**src/sv/ic3_pkg.sv**
```systemverilog
// Shared types and constants of the 3x3 image convolution block.
package ic3_pkg;

   // Fixed field widths of the streams.
   localparam int SAMPLE_BITS    = 8;
   localparam int ROW_BITS       = 10;
   localparam int COL_BITS       = 10;
   localparam int CH_BITS        = 2;
   localparam int HEIGHT_LIMIT   = 1024;

   // Configuration port.
   localparam int CSR_INDEX_BITS = 3;
   localparam int CSR_DATA_BITS  = 64;
   localparam logic [CSR_INDEX_BITS-1:0] CSR_IMAGE_WIDTH   = 3'd0;
   localparam logic [CSR_INDEX_BITS-1:0] CSR_IMAGE_HEIGHT  = 3'd1;
   localparam logic [CSR_INDEX_BITS-1:0] CSR_CHANNEL_COUNT = 3'd2;
   localparam logic [CSR_INDEX_BITS-1:0] CSR_COEF_LOW      = 3'd3;
   localparam logic [CSR_INDEX_BITS-1:0] CSR_COEF_MID      = 3'd4;
   localparam logic [CSR_INDEX_BITS-1:0] CSR_COEF_HIGH     = 3'd5;

   // Result queue geometry.
   localparam int FIFO_DEPTH     = 8;
   localparam int FIFO_PTR_BITS  = 3;
   localparam int FIFO_CNT_BITS  = 4;

   // Control of one tap cell: shift a channel in, and pick a channel to multiply.
   typedef struct packed {
      logic               shift;
      logic [CH_BITS-1:0] shift_ch;
      logic [CH_BITS-1:0] prod_ch;
   } cell_ctl_type;

   // One queue entry holds every word caused by one sample.
   typedef struct packed {
      logic [SAMPLE_BITS-1:0] value0;
      logic [ROW_BITS-1:0]    row0;
      logic [COL_BITS-1:0]    col0;
      logic [CH_BITS-1:0]     ch0;
      logic                   has1;
      logic [SAMPLE_BITS-1:0] value1;
      logic [ROW_BITS-1:0]    row1;
      logic [COL_BITS-1:0]    col1;
      logic [CH_BITS-1:0]     ch1;
   } result_entry_type;

   typedef struct packed {
      logic                     full;
      logic [FIFO_CNT_BITS-1:0] count;
   } queue_status_type;

endpackage

```
**src/sv/ic3_tap_cell.sv**
```systemverilog
// One window tap: a per-channel sample register that shifts to its neighbor, and a multiplier.
module ic3_tap_cell import ic3_pkg::*; #(
   parameter int MAX_CHANNELS = 4,
   parameter int COEF_W       = 16
) (
   input  logic                            clock,
   input  logic                            reset,
   input  cell_ctl_type                    ctl,
   input  logic [SAMPLE_BITS-1:0]          shift_in,
   output logic [SAMPLE_BITS-1:0]          shift_out,
   input  logic signed [COEF_W-1:0]        coef,
   output logic signed [COEF_W+SAMPLE_BITS:0] product,
   output logic [SAMPLE_BITS-1:0]          tap_sel
);

   localparam int CHW = (MAX_CHANNELS > 1) ? $clog2(MAX_CHANNELS) : 1;
   localparam int PW  = COEF_W + SAMPLE_BITS + 1;

   logic [SAMPLE_BITS-1:0] tap_ff [MAX_CHANNELS];
   logic [SAMPLE_BITS-1:0] prod_tap;
   logic signed [PW-1:0]   product_in;
   logic signed [PW-1:0]   product_ff;
   logic [SAMPLE_BITS-1:0] tap_sel_ff;

   // The neighbor takes this cell's value of the channel being shifted.
   assign shift_out = tap_ff[ctl.shift_ch[CHW-1:0]];

   always_ff @(posedge clock) begin
      if (reset) begin
         for (int k = 0; k < MAX_CHANNELS; k++) begin
            tap_ff[k] <= '0;
         end
      end else if (ctl.shift) begin
         tap_ff[ctl.shift_ch[CHW-1:0]] <= shift_in;
      end
   end

   // Product of the selected channel's tap with this cell's coefficient.
   assign prod_tap   = tap_ff[ctl.prod_ch[CHW-1:0]];
   assign product_in = $signed({1'b0, prod_tap}) * coef;

   always_ff @(posedge clock) begin
      product_ff <= product_in;
      tap_sel_ff <= prod_tap;
   end

   assign product = product_ff;
   assign tap_sel = tap_sel_ff;

endmodule

```
**config.mk**
```make
export PLATFORM = sky130hd
export DESIGN_NAME = ic3_tap_cell
export DESIGN_NICKNAME = d
export VERILOG_FILES = /design/src/sv/ic3_pkg.sv /design/src/sv/ic3_tap_cell.sv
export SDC_FILE = /design/constraint.sdc
export NUM_CORES = 1
export LEC_CHECK = 0
export BUFFER_PORTS_ARGS = -buffer_cell sky130_fd_sc_hd__clkbuf_2
export CORE_MARGIN = 3
export CORE_UTILIZATION = 60
export DETAILED_ROUTE_END_ITERATION = 10
export PLACE_DENSITY = 0.79
export SLEW_MARGIN = 20
export SYNTH_ARGS = -nofsm -noshare
export SYNTH_HDL_FRONTEND = slang
export SYNTH_SLANG_ARGS = --single-unit
```
**constraint.sdc**
```tcl
create_clock -name clock -period 5.7 [get_ports clock]
set_clock_uncertainty 0.05 [all_clocks]
set_input_delay 0.285 -clock clock [delete_from_list [all_inputs] [get_ports clock]]
set_output_delay 0.285 -clock clock [all_outputs]
set_load 0.005 [all_outputs]
```
* Word level (Yosys, flattened, before mapping)
Memory sizes are Yosys's and may differ from the RTL's.
Cells that the tools add are included.
** Storage, ports and cells
- Bits in registers :: 33
- RAM bits :: 32
- Input bits :: 31
- Logic and storage cells :: 13
- Memories :: 1
** Cells by class
- Multiply operators :: 1
- Multiplexer cells :: 8
- Reduce and logical (&&, ||, !) cells :: 1
** Memory list
- tap_ff :: depth 4, bits a word 8, rd ports 2, clocked after Yosys merged registers in 0, wr ports 4, line ic3_tap_cell.sv:19 : logic [SAMPLE_BITS-1:0] tap_ff [MAX_CHANNELS];
** Operators with widths (number)
- multiplier 9 x 16 -> 25 bit :: 1
- two-way mux 8 bit :: 1
- OR reduction 8 bit :: 1
- two-way mux 1 bit :: 6
- two-way mux 2 bit :: 1

* Depth between registers and ports, before layout
- Depth after elaboration :: 5
- Depth in mapped cells :: 20
- Depth with buffers taken out :: 18

* Worst setup path after synthesis
No wires, ideal clock.
- Path type :: input to register
- Start point :: input port ctl[0] (netlist bit)
- End point :: register product_ff[24], in the netlist product[24]
- Library setup time :: 0.130 ns
- Arrival time :: 5.031 ns
- Setup slack :: 0.489 ns
- Cell stages on the path :: 19
- Buffers on the path :: 3
- Cell sequence :: buf_2 mux4_2 clkbuf_1 nand2_1 inv_1 fa_1 inv_1 fa_1 fa_1 fa_1 inv_1 ha_1 clkbuf_1 and3_1 and3_1 a22o_1 a21oi_1 mux2i_1 a221oi_2
** On the way
- Cells in the longest elaborated chain, start to end :: 2
** Ends and longest elaborated chain
- from (decl) :: line ic3_tap_cell.sv:8 : input cell_ctl_type ctl,
- memory read (4 x 8 bit)
- net prod_tap[3] :: line ic3_tap_cell.sv:20 : logic [SAMPLE_BITS-1:0] prod_tap;
- multiplier 9 x 16 -> 25 bit :: line ic3_tap_cell.sv:40 : assign product_in = $signed({1'b0, prod_tap}) * coef;
- net product_in[24] :: line ic3_tap_cell.sv:21 : logic signed [PW-1:0] product_in;
- to (signal assigned) :: line ic3_tap_cell.sv:43 : product_ff <= product_in;
- to (decl) :: line ic3_tap_cell.sv:22 : logic signed [PW-1:0] product_ff;
The timed path passes the listed nets, and every way through them passes these cells.

==> metrics.cfg <==
[logic_synthesis]
yosysMostFrequentCell=inv_1
syn_area_um2=6920
ys_seq_area_share_pct=23.4
yosys.area.top_type=fa_1
synth-edff-count=32
ys_ff_latch=65
ys_warn_count=0
synth_cells=676
synth_commonest_cells=inv_1, and2_1, fa_1
netlist-cell-type-count=40
syn_avg_cell_area_um2=10.2
synth_nets=859
async_flop_share_pct=0
netlist.area_leader.share_pct=29.5
yosys_most_used_dff=dfxtp_1
synth_area_leaders=fa_1, edfxtp_1, and2_1, dfxtp_1, ha_1

[finish]
n_antenna_cell=0
layout.nets=928
nFillCells=834
utilization_pct=70.0
syn_to_final_growth_pct=11.6
drive_gt1_share_pct=15.3

[floorplan]
dieWidth_um=113
die_area_um2=12800
die_h_um=113
coreArea_um2=11000
fp-row-count=38
start_util_pct=62.7
io_pins=72

[timing]
timing.fmax_mhz=185
tightest_slew_ns=1.01
timing.final.crit_share_pct=94.9
hold_viol=0
final_max_slew_viol_count=0
tns_ns=0
rsz0062_at_grt=false
relSlewSlack_pct=32.5
finalCriticalPeriod_ns=5.41
finalSetupViolCount=0

[pwr]
p_clk_share_pct=12.9
seqPwrFrac_pct=14.9
pwr-share-comb_pct=72.3
switching_share_pct=46.3
ir_drop_mv=0.535
power_switching_uw=2150
finalPower_uw=4650
p_int_uw=2490
power_density_nw_per_um2=602
p_leak_uw=0.00384

[clocking]
clk_pin_slew_worst_paths_ns=0.06
cts_max_level=3
postCtsSetupRepairBufs=0
clock_latency_ns=0.34
cts_buffer_depth=2
cts_tree=done
root_buffer=clkbuf_16
ctsHoldBuffers=0
cts_resized=0
numClockSinks=65
numCtsBuffers=9

[global_route]
grt_remaining_overflow=0
grt_usage_pct=24.9
antenna_found_initial=0
grt_start_max_net_pins=18
grt_pass1_vias=5259
grt_pass1_wl_um=24900

[critical_path]
cp-end-kind=flip-flop
crit_type=reg2reg
arrival_ns=5.57
cp-start-kind=flip-flop
path_max_fanout=17
cp_data_required_time_ns=5.86

[route]
totalWireLength_um=14300
first_pass_iters=4
avgViaCountPerCell=5.40
antenna_left=0
initialDrtViolationCount=237
wire_per_inst_um=16.1
drc=0
vias=4810

[place]
io_buffers=71
dp.final_hpwl_um=11200
routabilityCongestion=0.920

[min_path]
hp-class=in2reg

[run]
drv_cap=0

[status]
status=complete, no violations

==> metrics by stage <==
step	worst slack [ns]	hold slack, ns	cell area, µm²	cells
final	0.289	0.199	7720	890
after global routing	0.0849	0.209	7720	890
after CTS	0.306	0.196	7720	890
after detailed placement	0.0550	0.554	7400	874
after global placement	0.189	0.541	7400	874
after floorplan	0.489	0.357	6920	676
==> metal layers <==
| metal | wire length, µm | vias up | GRT usage [%] | part of all wire [%] |
|---|---|---|---|---|
| li1 | - | 2231 | - | - |
| met1 | 5530 | 2403 | 30.4 | 39 |
| met2 | 7480 | 142 | 43.5 | 52 |
| met3 | 859 | 34 | 4.55 | 6.0 |
| met4 | 417 | 0 | 10.3 | 2.9 |
| met5 | 0 | - | 0 | 0 |
==> layout by cell type, fill, tap and decap left out, drive strengths merged, types with 2 or more instances in the layout <==
master    n
o21bai    2
edfxtp   32
nor3      3
and2    108
a31o      2
a21o      3
nor4      2
and3      4
xnor2    16
nor2b     4
o21ai    10
dfxtp    33
nor3b     3
fa      102
ha       50
bufinv    2
nand3     3
a221oi    2
mux4     16
nand2    67
a21oi    18
clkbuf   81
inv     150
mux2i     2
o21a      3
or2       3
xor2      7
nor2      9
clkinv    2
a31oi     4
==> logic make-up (layout without fill, tap and decap cells) <==
kind of cell             after synthesis  in the layout  synth area share [%]
AND/OR/NAND/NOR                      208            208                  16.1
buffers and inverters                162            236                  8.83
adder cells (fa/ha/maj)              152            152                  38.6
flip-flops                            65             65                  23.4
AO/OA/AOI/OAI                         48             48                  4.60
XOR/XNOR                              23             23                  2.91
multiplexers                          18             18                  5.50
==> flip-flops by register name, indices dropped and copies added, names as in the netlist <==
signal,flops
tap_ff,32
product,25
tap_sel,8
==> worst max-delay path: stages (launching register included) <==
cell and delay (ns):
edfxtp_1 0.40, mux4_2 0.67, and2_1 0.25, fa_1 0.45, fa_1 0.51, inv_1 0.06, fa_1 0.50, fa_1 0.50
inv_1 0.04, ha_1 0.34, and3_1 0.23, a221oi_2 0.40, o21ai_2 0.15, nor3b_2 0.20, nor2_2 0.23, o311ai_2 0.14
xor2_1 0.16
==> worst paths after layout <==
kind | end | cells after the start | start | slack, ns
setup / recovery | product[22] | 16 | tap_ff[3][3] | 0.29
hold / removal | tap_ff[0][5] | 2 | shift_in[5] | 0.20
setup reg to reg | product[22] | 16 | tap_ff[3][3] | 0.29
hold reg to reg | tap_sel[4] | 1 | tap_ff[0][4] | 0.81
==> area by class of cell <==
cell class,instances,area [µm²],area share (%)
clock buffers,10,229,2.97
multi-input cells,449,4680,60.7
inverters,148,556,7.20
repair buffers,72,363,4.70
clock inverters,6,91.3,1.18
flip-flops and latches,65,1620,21.0
well taps,140,175,2.27
==> power by group through the flow <==
stage                     logic, µW  registers (µW)  clock network (µW)
after CTS                      3370             692                 607
after detailed placement       3340             700                   0
after global routing           3880             702                 636
after floorplan                2620             708                   0
final                          3360             691                 600
after global placement         3220             698                   0
No activity file was read; power rests on OpenSTA's default activity.
