File: config.mk
export PLATFORM = sky130hd
export DESIGN_NAME = ic3_out_queue
export DESIGN_NICKNAME = d
export VERILOG_FILES = /design/src/sv/ic3_pkg.sv /design/src/sv/ic3_out_queue.sv
export SDC_FILE = /design/constraint.sdc
export NUM_CORES = 1
export LEC_CHECK = 0
export BUFFER_PORTS_ARGS = -buffer_cell sky130_fd_sc_hd__buf_2
export CORE_UTILIZATION = 40
export CTS_CLUSTER_SIZE = 10
export DETAILED_ROUTE_END_ITERATION = 6
export PLACE_DENSITY_LB_ADDON = 0.2
export SLEW_MARGIN = 30
export SYNTH_ARGS = -nofsm -noshare
export SYNTH_HDL_FRONTEND = slang
export SYNTH_SLANG_ARGS = --single-unit
File: constraint.sdc
create_clock -name clock -period 7.5 [get_ports clock]
set_clock_uncertainty 0.2 [all_clocks]
set_input_delay 0.375 -clock clock [delete_from_list [all_inputs] [get_ports clock]]
set_output_delay 0.375 -clock clock [all_outputs]
set_load 0.01 [all_outputs]
File: src/sv/ic3_pkg.sv
// Shared types and constants of the 3x3 image convolution block.
package ic3_pkg;

   // Fixed field widths of the streams.
   localparam int SAMPLE_BITS    = 8;
   localparam int ROW_BITS       = 10;
   localparam int COL_BITS       = 10;
   localparam int CH_BITS        = 2;
   localparam int HEIGHT_LIMIT   = 1024;

   // Configuration port.
   localparam int CSR_INDEX_BITS = 3;
   localparam int CSR_DATA_BITS  = 64;
   localparam logic [CSR_INDEX_BITS-1:0] CSR_IMAGE_WIDTH   = 3'd0;
   localparam logic [CSR_INDEX_BITS-1:0] CSR_IMAGE_HEIGHT  = 3'd1;
   localparam logic [CSR_INDEX_BITS-1:0] CSR_CHANNEL_COUNT = 3'd2;
   localparam logic [CSR_INDEX_BITS-1:0] CSR_COEF_LOW      = 3'd3;
   localparam logic [CSR_INDEX_BITS-1:0] CSR_COEF_MID      = 3'd4;
   localparam logic [CSR_INDEX_BITS-1:0] CSR_COEF_HIGH     = 3'd5;

   // Result queue geometry.
   localparam int FIFO_DEPTH     = 8;
   localparam int FIFO_PTR_BITS  = 3;
   localparam int FIFO_CNT_BITS  = 4;

   // Control of one tap cell: shift a channel in, and pick a channel to multiply.
   typedef struct packed {
      logic               shift;
      logic [CH_BITS-1:0] shift_ch;
      logic [CH_BITS-1:0] prod_ch;
   } cell_ctl_type;

   // One queue entry holds every word caused by one sample.
   typedef struct packed {
      logic [SAMPLE_BITS-1:0] value0;
      logic [ROW_BITS-1:0]    row0;
      logic [COL_BITS-1:0]    col0;
      logic [CH_BITS-1:0]     ch0;
      logic                   has1;
      logic [SAMPLE_BITS-1:0] value1;
      logic [ROW_BITS-1:0]    row1;
      logic [COL_BITS-1:0]    col1;
      logic [CH_BITS-1:0]     ch1;
   } result_entry_type;

   typedef struct packed {
      logic                     full;
      logic [FIFO_CNT_BITS-1:0] count;
   } queue_status_type;

endpackage

File: src/sv/ic3_out_queue.sv
// Result queue: one entry per sample, delivered as one or two words.
module ic3_out_queue import ic3_pkg::*; (
   input  logic                   clock,
   input  logic                   reset,
   input  logic                   push,
   input  result_entry_type       push_entry,
   output queue_status_type       status,
   output logic                   rsp_valid,
   input  logic                   rsp_ready,
   output logic [SAMPLE_BITS-1:0] rsp_pixel_value,
   output logic [ROW_BITS-1:0]    rsp_out_row,
   output logic [COL_BITS-1:0]    rsp_out_column,
   output logic [CH_BITS-1:0]     rsp_out_channel,
   output logic                   rsp_last
);

   result_entry_type         entry_ff [FIFO_DEPTH];
   logic [FIFO_PTR_BITS-1:0] head_ff, head_in;
   logic [FIFO_PTR_BITS-1:0] tail_ff, tail_in;
   logic [FIFO_CNT_BITS-1:0] count_ff, count_in;
   logic                     phase_ff, phase_in;
   result_entry_type         head_entry;
   logic                     pop_word;
   logic                     pop_entry;

   // Present the first or second word of the head entry.
   assign head_entry = entry_ff[head_ff];
   assign rsp_valid  = (count_ff != '0);

   always_comb begin
      if (!phase_ff) begin
         rsp_pixel_value = head_entry.value0;
         rsp_out_row     = head_entry.row0;
         rsp_out_column  = head_entry.col0;
         rsp_out_channel = head_entry.ch0;
         rsp_last        = !head_entry.has1;
      end else begin
         rsp_pixel_value = head_entry.value1;
         rsp_out_row     = head_entry.row1;
         rsp_out_column  = head_entry.col1;
         rsp_out_channel = head_entry.ch1;
         rsp_last        = 1'b1;
      end
   end

   assign pop_word  = rsp_valid && rsp_ready;
   assign pop_entry = pop_word && rsp_last;

   // Pointer, count and word phase.
   always_comb begin
      head_in  = pop_entry ? head_ff + 1'b1 : head_ff;
      tail_in  = push ? tail_ff + 1'b1 : tail_ff;
      count_in = count_ff + FIFO_CNT_BITS'(push) - FIFO_CNT_BITS'(pop_entry);
      phase_in = pop_word ? !rsp_last : phase_ff;
   end

   always_ff @(posedge clock) begin
      if (reset) begin
         head_ff  <= '0;
         tail_ff  <= '0;
         count_ff <= '0;
         phase_ff <= 1'b0;
      end else begin
         head_ff  <= head_in;
         tail_ff  <= tail_in;
         count_ff <= count_in;
         phase_ff <= phase_in;
      end
   end

   always_ff @(posedge clock) begin
      if (push) begin
         entry_ff[tail_ff] <= push_entry;
      end
   end

   assign status.count = count_ff;
   assign status.full  = (count_ff == FIFO_CNT_BITS'(FIFO_DEPTH));

endmodule
==> After elaboration in Yosys (flattened, before gate mapping) <==
Memory sizes are Yosys's and may differ from the RTL's. A register that Yosys moved wholly into a read port is not among the register bits.
Index checks and enable logic that the tools add are counted.
{ "word_totals": {"register_bits": 11, "mem_bits_rw": 488, "input_bits": 65, "out_inout_bits": 37, "word_cells": 24, "mem_count": 1} }
{ "mem_list": {"columns": ["name", "words", "width", "read_ports", "rd_ports_with_merged_regs", "wr", "line_no", "text"], "rows": [
  ["entry_ff", 8, 61, 1, 1, 1, "ic3_out_queue.sv:17", "result_entry_type entry_ff [FIFO_DEPTH];"]
]} }
{ "op_classes": {"addsub": 4, "eq_ne": 1, "muxes": 9, "reduce_logical": 5} }
{ "op_table": {"columns": ["op", "count"], "rows": [
  ["2-to-1 mux 10 bit", 2],
  ["2-to-1 mux 8 bit", 1],
  ["adder 3 x 1 -> 3 bit, second input constant", 2],
  ["2-to-1 mux 3 bit", 2],
  ["adder 4 x 1 -> 4 bit", 1],
  ["== test 4 bit, second input constant", 1],
  ["nonzero test 4 bit", 1],
  ["subtractor 4 x 1 -> 4 bit", 1],
  ["2-to-1 mux 1 bit", 3],
  ["logical AND 1 bit", 2],
  ["logical NOT 1 bit", 2],
  ["2-to-1 mux 2 bit", 1]
]} }

==> Depth between registers and ports, before layout <==
Gate-level depths: netlist of run 1.
{ "logic_depth": {"word_depth": 5, "depth_mapped": 12, "depth_no_buf": 11} }

==> Worst setup path after synthesis of run 1 <==
No wires, ideal clock.
{ "synth_timing": {"kind": "register to register", "start": "register tail_ff[2]", "end": "memory entry_ff[0][0] (netlist name), enable pin", "setup_ns": 0.555, "t_arrival_ns": 4.644, "t_required_ns": 6.745, "slack_ns": 2.101, "path_stages_with_launch": 3, "path_buffers": 0, "period_less_slack_ns": 5.399, "cell_sequence": "dfxtp_1 nand2b_1 nor3_1"} }
{ "synth_lines": {"columns": ["element", "line_no", "text"], "rows": [
  ["from (decl)", "ic3_out_queue.sv:19", "logic [FIFO_PTR_BITS-1:0] tail_ff, tail_in;"],
  ["from (signal assigned)", "ic3_out_queue.sv:65", "tail_ff <= tail_in;"],
  ["to (decl)", "ic3_out_queue.sv:17", null]
]} }
Straight into the memory's write port.

==> results of run 1 <==
cell usage in the layout, fill, tap and decap left out, types with 8 or more instances in the layout:
master	netlist	final
dlygate4sd3_1	0	65
edfxtp_1	488	488
buf_4	0	17
buf_2	10	101
clkbuf_1	25	9
clkbuf_16	0	57
nor2_1	14	8
dfxtp_1	14	11
mux4_2	151	151
critical path, stage by stage (launching register included):
cell and delay [ps]:
dfxtp_4 890, buf_4 820, mux4_2 610, mux4_2 540, buf_2 170
final cells by class:
type                    count  share of cell area, %
well taps                 607                   3.38
clock inverters             2                 0.0389
multi-input cells         225                   17.7
inverters                   7                  0.117
flip-flops and latches    502                   66.4
repair buffers            184                   5.76
clock buffers              67                   6.55
diodes                      1                 0.0111
power by group:
| part | total (mW) | switching [mW] | internal [mW] |
|---|---|---|---|
| logic | 1.26 | 0.563 | 0.701 |
| clock network | 2.33 | 0.983 | 1.35 |
| registers | 3.28 | 0.104 | 3.17 |
| total | 6.87 | 1.65 | 5.22 |
layer usage:
layer  part of all wire (%)  wire length [um]
met2                     50             19100
met5                  0.052                20
met4                    2.0               774
met1                     44             16900
met3                    4.1              1580
state kept, by name, indices dropped and copies added, names as in the netlist, named ones only:
| register | count |
|---|---|
| entry_ff | 488 |
| count_ff | 4 |
| head_ff | 3 |
| tail_ff | 3 |
| phase_ff | 1 |
final timing paths:
check             startpoint                 end  slack (ps)  cells after the start
setup / recovery    register  rsp_pixel_value[6]        3280                      4
hold / removal    tail_ff[2]          tail_ff[2]         350                      2
setup reg to reg    register         count_ff[2]        4210                      9
hold reg to reg   tail_ff[2]          tail_ff[2]         350                      2
stage by stage:
step / setup WS, ps / hold slack, ps / total power [mW] / instances
after floorplan: 2100 / 274 / 4.23 / 772
after global placement: 3750 / 330 / 4.60 / 1460
after detailed placement: 3750 / 332 / 4.61 / 1460
after CTS: 3100 / 344 / 6.99 / 1594
after global routing: 2970 / 391 / 7.16 / 1594
final: 3280 / 350 / 6.87 / 1595
cell families after synthesis:
family                   count (synthesis)  share of synthesized area, %
XOR/XNOR                                 4                         0.184
AND/OR/NAND/NOR                         49                          1.44
multiplexers                           154                          18.0
flip-flops                             502                          78.3
AO/OA/AOI/OAI                           10                         0.440
adder cells (fa/ha/maj)                  8                         0.564
buffers and inverters                   45                          1.03
==> summary.txt, run 1 <==
Detailed routing
  – Wirelength per Cell: approximately 24 um
  – Drc violations: 8
  – Post-Route WL: 38300 um
  – Initial DRC count: ~490
  – Vias/cell: between 5 and 6
  – Antenna Nets Post-Route: 0
  – Total number of vias: about 8500
  – First drt pass iteration count: 6

Final layout
  – Multi-input logic area: about 4000 um2
  – Fillers: between 3000 and 4000
  – Fin util: 48.1%
  – Area Growth Syn to Fin: 18.0%
  – Share of cells above drive strength 1: 34.9%
  – Reg area: 14900 um2
  – NumNets Final: between 1000 and 1500
  – Post-Layout Inst Area: about 22000 um2

Global route
  – Met3 Use GR: under 10%
  – Initial antenna violation count: 2
  – Met2 usage: between 20 and 30%
  – Busiest layer in global routing: met2
  – Gr ovfl total: 0
  – Largest net degree at the start of global routing: 49
  – Vias in the first global route: ~9100
  – Total track usage: around 16%
  – First-pass GRT wire length: 58000 um
  – M1 GR Usage: 22.6%

Timing
  – FMAX: 237 MHz
  – Tmin final: roughly 4200 ps
  – Setup TNS Final: 0 ps
  – Fin. max-slew vios: 0
  – Slew @ Worst Pin: ~900 ps
  – Final Hold Viols: 0
  – Period utilization: 56.3%
  – Relative slew slack: approximately two fifths
  – Setup violations, final: 0
  – RSZ-0062 raised after global routing: no

Worst setup path
  – Arrival time worst endpoint: 3640 ps
  – Critical setup path kind: register to primary output
  – Critical path required time: 6920 ps
  – CP Max Fanout: between 40 and 50
  – Worst setup EP type: primary output
  – Startpoint Class: register

Die
  – # rows: 79
  – Initial core utilization: between 40% and 50%
  – Core area: about 47000 um2
  – Die Area: 48500 um2
  – I/O Pins: about 100
  – Chip Width: between 200 and 250 um
  – Die Ht: between 200 and 250 um

Synth
  – Netlist Area Pre-Place: ~19000 um2
  – Top post-synthesis cells by area: edfxtp_1 (77%), mux4_2 (18%), dfxtp_1 (1.5%)
  – Avg Inst Size Synth: roughly 25 um2
  – Synth warn: 0
  – Post-synthesis async set-or-reset flop share: 0%
  – Syn_nets: approximately 850
  – Top cells by count, synth: edfxtp_1 (488), mux4_2 (151), clkbuf_1 (25), dfxtp_1 (14), nor2_1 (14)
  – Post-synth EDFFs: 488
  – Synth Register Bits: approximately 500
  – Most frequent cell after synthesis: edfxtp_1
  – Mapped Cells: around 770
  – Post-synthesis sequential area ratio: 78.3%
  – Area leader, netlist: edfxtp_1
  – Post-synth top area share: 76.9%
  – Distinct cells, synth: 34
  – Main flop type after synthesis: edfxtp_1

Clocking
  – PostCTS Resize Cnt: 0
  – Clk Latency, worst-skew pair: roughly 580 ps
  – Hold_buf cts: 65
  – Clock sink count: around 500
  – Root buffer cell: clkbuf_16
  – CTS clk-pin slew, worst paths: about 50 ps
  – Post-CTS Setup Bufs: 0
  – Htree depth: 2
  – CTS buffer count: 56
  – CTS Buffer Depth: 3
  – CTS tree: built

Power and ir drop
  – Pwr dens: about 300 nW/um2
  – Max VDD drop: 0.195 mV
  – Leakage power: 7.11 nW

Run status
  – Failing checks: design-rule violations
  – Outcome: finished, violations left

Placement
  – Final HPWL DP: 19400 um
  – Buffers on Ports: between 100 and 150
  – Final Wtd Congestion: roughly 0.68
  – Total placed instance area: a little over 20000 um2

Run
  – Max_cap viols: 0

Min path
  – Hold WC Path Type: register to register
Power figures use the tool's default switching activity.
==> run 2, diff against run 1 <==
--- a/config.mk
+++ b/config.mk
@@ -5,6 +5,7 @@
 export SDC_FILE = /design/constraint.sdc
 export NUM_CORES = 1
 export LEC_CHECK = 0
+export ABC_AREA = 1
 export BUFFER_PORTS_ARGS = -buffer_cell sky130_fd_sc_hd__buf_2
 export CORE_UTILIZATION = 40
 export CTS_CLUSTER_SIZE = 10
==> constraint.sdc (replaced) <==
create_clock -name clock -period 3.7 [get_ports clock]
set_clock_uncertainty 0.2 [all_clocks]
set_input_delay 0.185 -clock clock [delete_from_list [all_inputs] [get_ports clock]]
set_output_delay 0.185 -clock clock [all_outputs]
set_load 0.01 [all_outputs]
==> run 2 against run 1 <==
The run now ends clean. Cell count rose by 43%. First-iteration DRC count rose by 68%. Count of clock-buffer cells in the layout is 2 higher. Synthesized area rose by 3.5%. Sequential power grew 98%. Clock power is 110% higher. Global-route usage increased by 3.3 points.
==> summary.txt, run 2 <==
Run status
  – Outcome: complete, no violations (was finished, violations left)

Synth
  – Post-synth top area share: 74.3% (was 76.9%)
  – Area leader, netlist: edfxtp_1 (unchanged)
  – Top post-synthesis cells by area: edfxtp_1 (74%), nor2_1 (5.3%), o21ai_0 (5.2%) (was edfxtp_1 (77%), mux4_2 (18%), dfxtp_1 (1.5%))
  – Post-synthesis async set-or-reset flop share: 0% (unchanged)
  – Distinct cells, synth: 27 (was 34)
  – Syn_nets: 1511 (was 845)
  – Avg Inst Size Synth: 13.7 um2 (was 24.7 um2)
  – Post-synthesis sequential area ratio: 75.7% (was 78.3%)
  – Synth Register Bits: 502 (unchanged)
  – Mapped Cells: 1438 (was 772)
  – Most frequent cell after synthesis: edfxtp_1 (unchanged)
  – Synth warn: 0 (unchanged)
  – Main flop type after synthesis: edfxtp_1 (unchanged)
  – Top cells by count, synth: edfxtp_1 (488), nor2_1 (280), o21ai_0 (206), o211ai_1 (70), nand2_1 (54) (was edfxtp_1 (488), mux4_2 (151), clkbuf_1 (25), dfxtp_1 (14), nor2_1 (14))
  – Netlist Area Pre-Place: 19700 um2 (was 19100 um2)
  – Post-synth EDFFs: 488 (unchanged)

Placement
  – Final HPWL DP: 25200 um (was 19400 um)
  – Buffers on Ports: 101 (unchanged)
  – Pre-CTS setup slack: 1060 ps (was 3750 ps)
  – Final Wtd Congestion: 0.760 (was 0.675)
  – Total placed instance area: 21000 um2 (was 20400 um2)

Global route
  – Total track usage: 19.7% (was 16.4%)
  – Vias in the first global route: 11896 (was 9120)
  – First-pass GRT wire length: 74000 um (was 58000 um)
  – Initial antenna violation count: 8 (was 2)
  – Largest net degree at the start of global routing: 185 (was 49)
  – Gr ovfl total: 0 (unchanged)

Clocking
  – Clk Latency, worst-skew pair: 590 ps (was 580 ps)
  – Clock sink count: 502 (unchanged)
  – CTS clk-pin slew, worst paths: 60 ps (was 50 ps)
  – Root buffer cell: clkbuf_16 (unchanged)
  – CTS buffer count: 56 (unchanged)
  – CTS Buffer Depth: 3 (unchanged)
  – PostCTS Resize Cnt: 0 (unchanged)
  – CTS tree: built (unchanged)
  – Htree depth: 2 (unchanged)

Timing
  – FMAX: between 300 and 400 MHz
  – Period utilization: a little under nine tenths
  – Tmin final: about 3200 ps
  – Final Hold Viols: 0 (unchanged)
  – Setup violations, final: 0 (unchanged)
  – Fin. max-slew vios: 0 (unchanged)
  – Worst Setup Slack, final: 524 ps (was 3280 ps)
  – Slew @ Worst Pin: 984 ps (was 879 ps)
  – Relative slew slack: 34.4% (was 41.4%)
  – RSZ-0062 raised after global routing: no (unchanged)

Final layout
  – Fin util: 47.5% (was 48.1%)
  – Post-Layout Inst Area: 23100 um2 (was 22500 um2)
  – Most common cell after layout, fill and taps aside: edfxtp_1 (unchanged)
  – NumNets Final: 1665 (was 1049)
  – Area Growth Syn to Fin: 17.4% (was 18.0%)
  – Most frequent cells in the layout: edfxtp_1 (488), nor2_1 (272), o21ai_0 (206), buf_2 (101), o211ai_1 (70) (was edfxtp_1 (488), mux4_2 (151), buf_2 (101), dlygate4sd3_1 (65), clkbuf_16 (57))
  – Top Registers: entry_ff (488), count_ff (4) (unchanged)
  – Max FFs per register: 488 (unchanged)
  – Biggest register: entry_ff (unchanged)
  – Share of cells above drive strength 1: 13.3% (was 34.9%)

Detailed routing
  – Total number of vias: 12217 (was 8479)
  – Vias/cell: 5.37 (was 5.32)
  – Drc violations: 0 (was 8)
  – Wirelength per Cell: 21.6 um (was 24.0 um)
  – First drt pass iteration count: 5 (was 6)
  – Post-Route WL: 49200 um (was 38300 um)
  – Initial DRC count: 828 (was 493)
  – Antenna Nets Post-Route: 0 (unchanged)

Power and ir drop
  – Int Power: 10.2 mW (was 5.22 mW)
  – Max VDD drop: 0.400 mV (was 0.195 mV)
  – Clk network pwr share: 32.6% (was 34.0%)
  – Leakage power: 7.62 nW (was 7.11 nW)
  – Combinational Power Share: 23.3% (was 18.4%)
  – Seq pwr share: 44.1% (was 47.7%)
  – Switching power: 4.45 mW (was 1.65 mW)
  – Net Sw Frac: 30.3% (was 24.0%)
  – Pwr dens: 635 nW/um2 (was 306 nW/um2)

Worst setup path
  – Critical setup path kind: register to primary output (unchanged)
  – Worst setup EP type: primary output (unchanged)
  – Startpoint Class: register (unchanged)
  – Arrival time worst endpoint: 2790 ps (was 3640 ps)
  – Critical path required time: 3310 ps (was 6920 ps)
  – CP Max Fanout: 184 (was 42)

Die
  – Core area: 48700 um2 (was 46800 um2)
  – # rows: 81 (was 79)
  – Initial core utilization: 40.5% (was 40.8%)
  – Die Ht: 224 um (was 220 um)
  – Chip Width: 224 um (was 220 um)
  – Die Area: 50200 um2 (was 48500 um2)
  – I/O Pins: 102 (unchanged)

Run
  – Max_cap viols: 0 (unchanged)

Min path
  – Hold WC Path Type: input pin to register (was register to register)
-- run 2: cell count changes after synthesis, moves of 14 or more --
cell / previous run / this run
a21oi_1: 3 / 18
buf_2: 10 / 44
buf_6: 2 / 16
inv_1: 7 / 31
mux4_2: 151 / 0
nand2_1: 7 / 54
nand3_1: 1 / 35
nor2_1: 14 / 280
o211ai_1: 0 / 70
o21ai_0: 0 / 206
o21ai_1: 0 / 47
o221ai_1: 0 / 50
o22ai_1: 0 / 26
-- run 2: logic make-up (layout without fill, tap and decap cells) --
group / count (synthesis) / in the layout / synth area share, %
compound gates: 417 / 417 / 12.6
flops: 502 / 502 / 75.7
other cells: 0 / 3 / 0
simple gates: 378 / 378 / 7.56
buf+inv: 132 / 301 / 3.54
fa+ha+maj: 8 / 8 / 0.546
xor+xnor: 1 / 1 / 0.0444
-- run 2: cell type report --
type / count / area [um2]
diodes: 3 / 7.51
clock buffers: 69 / 1470
clock inverters: 4 / 26.3
fillers: 4264 / 25600
inverters: 34 / 135
multi-input cells: 804 / 4150
flip-flops and latches: 502 / 14900
well taps: 664 / 831
repair buffers: 194 / 1580
-- run 2: path summary, 6_finish.rpt --
check	start	to	slack (ps)	cells past startpoint
worst max-delay path	register	rsp_out_row[4]	520	7
worst max register to register	register	count_ff[2]	1080	14
worst min-delay path	reset	count_ff[1]	150	3
worst min register to register	tail_ff[0]	tail_ff[0]	300	2
-- run 2: per-stage QoR --
stage	std cells	hold WS, ps	power, mW	TNS [ps]
finish	2274	149	14.7	0
global route	2273	172	15.4	0
CTS	2271	132	14.8	0
detailed placement	2134	222	9.99	0
global placement	2134	207	9.95	0
floorplan	1438	51.7	8.89	-48410
-- run 2: power by group through the flow --
| stage | clock (mW) | combinational [mW] | sequential (mW) |
|---|---|---|---|
| final | 4.78 | 3.43 | 6.48 |
| after global routing | 5.09 | 3.82 | 6.49 |
| after CTS | 4.88 | 3.48 | 6.48 |
| after detailed placement | 0 | 3.40 | 6.59 |
| after global placement | 0 | 3.36 | 6.59 |
| after floorplan | 0 | 2.31 | 6.59 |
-- run 2: metal layers --
metal | share of wire [%] | up-vias | routed length (um) | GRT usage, %
li1 | - | 5683 | - | -
met1 | 45 | 6158 | 22200 | 27.4
met2 | 47 | 297 | 23200 | 31.8
met3 | 5.4 | 73 | 2630 | 3.25
met4 | 2.1 | 6 | 1010 | 5.86
met5 | 0.083 | - | 41 | 0
-- run 2: timing repair --
action	in CTS	in global routing
hold buffers	64	0
endpoints found under the hold margin	502	0
buffers inserted	0	0
-- run 2: critical path, cell delays in order (launching register included) --
cell and delay [ps]:
dfxtp_4 410, buf_12 410, a21oi_1 150, o21ai_0 100, o21ai_0 120, o211ai_1 370
nand2_1 140, buf_2 160
